**src/hw/rtl/qalu_pkg.sv**
```systemverilog
// qalu_pkg: shared constants, operation codes and the pipeline item type of
// the quaternion arithmetic unit
// no dependencies
package qalu_pkg;

    localparam int COMP_WIDTH = 16;
    localparam int FRAC_BITS  = 12;

    localparam int PROD_W = 2 * COMP_WIDTH;
    localparam int WIDE_W = 2 * COMP_WIDTH + 2;
    localparam int NORM_W = 2 * COMP_WIDTH + 2;
    localparam int ROOT_W = COMP_WIDTH + 1;
    localparam int REM_W  = ROOT_W + 2;
    localparam int QUO_W  = FRAC_BITS + 1;
    localparam int DIV_W  = COMP_WIDTH + FRAC_BITS + 2;

    typedef enum logic [2:0] {
        OP_ADD       = 3'd0,
        OP_MUL       = 3'd1,
        OP_CONJ      = 3'd2,
        OP_NEG       = 3'd3,
        OP_NORM_SQ   = 3'd4,
        OP_NORMALIZE = 3'd5
    } qalu_op_t;

    // hamilton product operand selection: [lane][term], lane 0 is the scalar
    localparam logic [3:0][3:0][1:0] X_IDX = {
        {2'd2, 2'd1, 2'd3, 2'd0},
        {2'd1, 2'd3, 2'd2, 2'd0},
        {2'd3, 2'd2, 2'd1, 2'd0},
        {2'd3, 2'd2, 2'd1, 2'd0}
    };
    localparam logic [3:0][3:0][1:0] Y_IDX = {
        {2'd1, 2'd2, 2'd0, 2'd3},
        {2'd3, 2'd1, 2'd0, 2'd2},
        {2'd2, 2'd3, 2'd0, 2'd1},
        {2'd3, 2'd2, 2'd1, 2'd0}
    };
    localparam logic [3:0][3:0] NEG_MASK = {4'b1000, 4'b1000, 4'b1000, 4'b1110};

    typedef struct packed {
        logic [2:0]                   mode;
        logic [3:0][WIDE_W-1:0]       wide;
        logic [3:0][COMP_WIDTH-1:0]   mag;
        logic [3:0]                   neg;
        logic                         norm_zero;
    } qalu_item_t;

endpackage

```
**src/hw/rtl/qalu_sqrt.sv**
```systemverilog
// qalu_sqrt: pipelined integer square root, one result bit per stage,
// carries the item alongside
// depends on qalu_pkg
module qalu_sqrt import qalu_pkg::*; (
    input  logic              clk,
    input  logic              rst_n,
    input  logic              adv,
    input  logic              in_valid,
    input  qalu_item_t        in_item,
    input  logic [NORM_W-1:0] in_norm,
    output logic              out_valid,
    output qalu_item_t        out_item,
    output logic [ROOT_W-1:0] out_root
);

    logic [ROOT_W-1:0] v_reg;
    qalu_item_t        item_reg [ROOT_W];
    logic [NORM_W-1:0] n_reg    [ROOT_W];
    logic [REM_W-1:0]  rem_reg  [ROOT_W];
    logic [ROOT_W-1:0] root_reg [ROOT_W];

    logic [NORM_W-1:0]  n_src    [ROOT_W];
    logic [REM_W-1:0]   rem_src  [ROOT_W];
    logic [ROOT_W-1:0]  root_src [ROOT_W];
    logic [REM_W+1:0]   trial    [ROOT_W];
    logic [REM_W+1:0]   tval     [ROOT_W];
    logic [ROOT_W-1:0]  ge;
    logic [NORM_W-1:0]  n_next    [ROOT_W];
    logic [REM_W-1:0]   rem_next  [ROOT_W];
    logic [ROOT_W-1:0]  root_next [ROOT_W];

    always_comb
    begin
        n_src[0]    = in_norm;
        rem_src[0]  = '0;
        root_src[0] = '0;
        for (int k = 1; k < ROOT_W; k++)
        begin
            n_src[k]    = n_reg[k-1];
            rem_src[k]  = rem_reg[k-1];
            root_src[k] = root_reg[k-1];
        end
        for (int k = 0; k < ROOT_W; k++)
        begin
            // bring down the next two bits and try root*4+1
            trial[k]     = {rem_src[k], n_src[k][NORM_W-1 -: 2]};
            tval[k]      = {2'b00, root_src[k], 2'b01};
            ge[k]        = (trial[k] >= tval[k]);
            rem_next[k]  = ge[k] ? REM_W'(trial[k] - tval[k]) : REM_W'(trial[k]);
            root_next[k] = {root_src[k][ROOT_W-2:0], ge[k]};
            n_next[k]    = n_src[k] << 2;
        end
    end

    always_ff @(posedge clk or negedge rst_n)
    begin
        if (!rst_n)
            v_reg <= '0;
        else if (adv)
            v_reg <= {v_reg[ROOT_W-2:0], in_valid};
    end

    always_ff @(posedge clk)
    begin
        if (adv)
        begin
            item_reg[0] <= in_item;
            for (int k = 1; k < ROOT_W; k++)
                item_reg[k] <= item_reg[k-1];
            for (int k = 0; k < ROOT_W; k++)
            begin
                n_reg[k]    <= n_next[k];
                rem_reg[k]  <= rem_next[k];
                root_reg[k] <= root_next[k];
            end
        end
    end

    assign out_valid = v_reg[ROOT_W-1];
    assign out_item  = item_reg[ROOT_W-1];
    assign out_root  = root_reg[ROOT_W-1];

endmodule

```
**config.mk**
```make
export PLATFORM = sky130hd
export DESIGN_NAME = qalu_sqrt
export DESIGN_NICKNAME = d
export VERILOG_FILES = /design/src/hw/rtl/qalu_pkg.sv /design/src/hw/rtl/qalu_sqrt.sv
export SDC_FILE = /design/constraint.sdc
export NUM_CORES = 2
export LEC_CHECK = 0
export BUFFER_PORTS_ARGS = -buffer_cell sky130_fd_sc_hd__buf_2
export CAP_MARGIN = 10
export CORE_ASPECT_RATIO = 0.7
export CORE_MARGIN = 3
export CORE_UTILIZATION = 55
export DETAILED_ROUTE_END_ITERATION = 10
export PLACE_DENSITY = 0.81
export SYNTH_ARGS = -nofsm -noshare
export SYNTH_HDL_FRONTEND = slang
export SYNTH_MEMORY_MAX_BITS = 65536
export SYNTH_SLANG_ARGS = --single-unit
```
**constraint.sdc**
```tcl
create_clock -name clk -period 2.5 [get_ports clk]
set_clock_uncertainty 0.1 [all_clocks]
set_input_delay 0.25 -clock clk [delete_from_list [all_inputs] [get_ports clk]]
set_output_delay 0.25 -clock clk [all_outputs]
set_load 0.02 [all_outputs]
```
==> results.md <==
- Outcome: finished with violations
- Failing checks: negative setup slack
- Largest register FFs: 3536
- Worst rel slew slack: 40.7%
- Multi-input gate area: 14100 sq um
- Gp weighted congestion: 0.858
- CP required: 3.01 ns
- R2r setup slk: -0.24 ns
- Pleak: 61.2 nW
- Fin. Hold Viols: 0
- Worst reg2reg endpoint: rem_reg[0][183]
- Most common cell in the netlist: edfxtp_1
- Iter 0 DRT Violations: 4994
- Area growth, synth to finish: 22.0%
- CP Class: reg -> reg
- Post-synth top cells: edfxtp_1, buf_4, inv_1
- Num ports: 472
- Most used cell, CP: buf_6
- Hold slack final: 0.0620 ns
- Drt first pass iters: 5
- CP max stage delay: 0.47 ns
- Post-synth EDFFs: 4243
- RSZ-0062 raised after global routing: true
- Net Count, Synth: 6669
- Hold path cells: 2
- Hold_sp: in_item[190]
- Total congestion overflow: 0
- Final worst-path cycle share: 110%
- GRT Overall Usage: 19.7%
- IO buf count: 471
- Number of fill cells in the layout: 14700
- Final #Nets: 8410
- Die Ht: 430 um
- Pwr Density: 896 nW/um^2
- Asr flop ratio synth: 0.399%
- Largest net degree at the start of global routing: 138
- DR vias: 61300
- Mapped cell area: 141000 sq um
- Placed cell count: 10400
- Slew Limit Fails: 0
- Reg2Reg Depth: 11
- CP arrival: 3.25 ns
- Fin crit period: 2.74 ns
- Finished Layout Cells: 11600
- Die width: 611 um
- Startpoint types: register
- Share of cells above drive strength 1: 27.0%
- Root Driver: clkbuf_16
- F_max: 365 MHz
- Final WS setup: -0.242 ns
- Logic pwr share: 6.7%
- Mean routed wirelength per cell: 22.9 um
- Clk pin slew, worst setup/hold paths: 0.06 ns
- Dpl hpwl: 129000 um
- Internal: 0.120 W
- Register Area: 128000 sq um
- Element type at the critical path end: register
- Synth warn: 0
- Post-synthesis sequential area ratio: 90.6%
- Rows: 154
- Global-route wire length before repair: 393000 um
- Ys flop type: edfxtp_1
- Yosys top cell area share: 90.3%
- CP max stage cell: edfxtp_1
- Placed Area: 151000 sq um
- Hold Path End: item_reg[0][190]
- DRT Wirelength: 266000 um
- Remaining antenna violation count after routing: 0
- Number of synthesized register bits: 4260
- Largest cells by area after synthesis: edfxtp_1, ha_1, buf_4
- Flop pwr share: 56.0%
- Crit Path Max Fanout: 4
- Core area: 253000 sq um
- CP Cell Sequence: ha_4, buf_6, buf_6, nand4_1, or3_4, o311ai_4, a211oi_4, buf_6, nor2_4, nand3b_1, xnor2_2
- Sw Share: 21.9%
- H-tree levels: 5
- Worst vdd ir: 0.884 mV
- Maximum Capacitance Violations: 0
- Synth area leader: edfxtp_1
- Fin area: 172000 sq um
- Vias in the first global route: 64200
- CTS sink cnt: 4260
- Cells after synthesis: 6252
- Clk pwr share: 37.3%
- Distinct cells, synth: 81
- Hold WC Path Type: in -> reg
- Synthesized area per cell: 22.6 sq um
- Clk_lat worst skew: 0.87 ns
- Final Setup Violations: 137
- Worst slew pin tran: 0.886 ns
- Total net switching power: 0.0338 W
- Initial antenna violation count: 6
- Reg-to-reg startpoint: rem_reg[0][152]
- TritonCTS clock tree: built
- Die ar.: 263000 sq um
- Clock buffer depth: 4
- Vias per cell: 5.27
- DRC violations left: 0
- Initial core utilization: 55.7%
- CTS Buf Count: 370
[cells by family (layout without fill, tap and decap cells)]
group | after synthesis | after routing | synth area share (%)
flip-flops | 4260 | 4260 | 90.6
AND/OR/NAND/NOR | 643 | 643 | 2.33
AO/OA/AOI/OAI | 473 | 473 | 2.09
buffers and inverters | 450 | 2483 | 1.77
XOR/XNOR | 202 | 202 | 1.25
adder cells (fa/ha/maj) | 171 | 171 | 1.52
multiplexers | 52 | 52 | 0.408
other | 1 | 6 | 0.00266
[layout by cell type, fill, tap and decap left out, drive strengths merged, types with 15 or more instances in the layout]
cell         synthesis  routed
nor3                64      64
o21ai              133     133
edfxtp            4243    4243
nand2b              34      34
a21o                39      39
dlygate4sd3          0     431
nand2              156     156
o211ai              15      15
a21oi              137     137
dfrtp               17      17
nor4                32      32
o31ai               19      19
mux2                44      44
nor2b               25      25
or3                 28      28
bufinv               0      36
ha                 171     171
buf                221    1180
nand4               30      30
clkinv               0     150
nand3               30      30
xor2                86      86
nor2               163     163
o21a                29      29
clkinvlp             0      16
inv                205     221
or4                 22      22
a211oi              17      17
clkbuf              24     449
xnor2              116     116
[critical path: cells and delay by family, from the launching register on]
| kind | cells | cell delay [ns] |
|---|---|---|
| AOI/OAI and AO/OA | 2 | 0.25 |
| and+or+nand+nor | 4 | 0.80 |
| xor gates and xnor gates | 1 | 0.19 |
| buffers and inverters | 3 | 0.34 |
| DFF | 1 | 0.47 |
| adders and majority gates | 1 | 0.33 |
[worst max-delay path by stage]
stage,startpoint,endpoint,slack (ns),cells past startpoint
floorplan,root_reg[0][34],rem_reg[0][65],-0.07,11
global placement,root_reg[0][238],rem_reg[0][303],-0.17,9
detailed placement,root_reg[0][225],rem_reg[0][270],-0.28,10
CTS,root_reg[0][34],rem_reg[0][65],-0.21,11
global route,root_reg[0][207],rem_reg[0][265],-0.38,9
finish,rem_reg[0][152],rem_reg[0][183],-0.24,11
[layout make-up]
class                   instances  share of cell area (%)
repair buffers               1613                    7.74
clock inverters               217                    1.27
flip-flops and latches       4260                    74.3
inverters                     205                   0.463
well taps                    3354                    2.44
multi-input cells            1542                    8.20
clock buffers                 447                    5.60
diodes                          5                 0.00727
repair inverters                1                 0.00436
[repair_timing]
action                                  in CTS  in global routing
endpoints found under the hold margin      814                  3
endpoints found under the setup margin     214                251
resized for setup                          330                418
hold buffers                               428                  3
pin swaps                                   97                143
setup buffers                               66                 99
gates cloned                                 7                  3
[metal layers]
metal  vias to the layer above  global-route usage [%]  part of all wire (%)
li1                      27800                       -                     -
met1                     31100                    24.3                    38
met2                      1909                    36.2                    55
met3                       565                    2.77                   4.3
met4                         0                    5.89                   3.3
met5                         -                       0                     0
[through the flow]
stage                     worst slack (ns)  utilization, %  power [W]  TNS (ns)
after floorplan                    -0.0666               -     0.0906    -0.346
after global placement              -0.174            59.7     0.0947     -8.05
after detailed placement            -0.285            59.7     0.0953    -23.27
after CTS                           -0.210            66.9      0.154     -5.81
after global routing                -0.378            67.9      0.159    -26.15
final                               -0.242            67.9      0.154    -12.66
[power by group through the flow]
stage	registers [W]	clock network [W]	logic, W
finish	0.0864	0.0574	0.0103
global route	0.0868	0.0613	0.0111
CTS	0.0863	0.0583	0.00916
detailed placement	0.0875	0	0.00781
global placement	0.0871	0	0.00756
floorplan	0.0867	0	0.00387
Note: power is estimated with default switching activity, not from simulation.
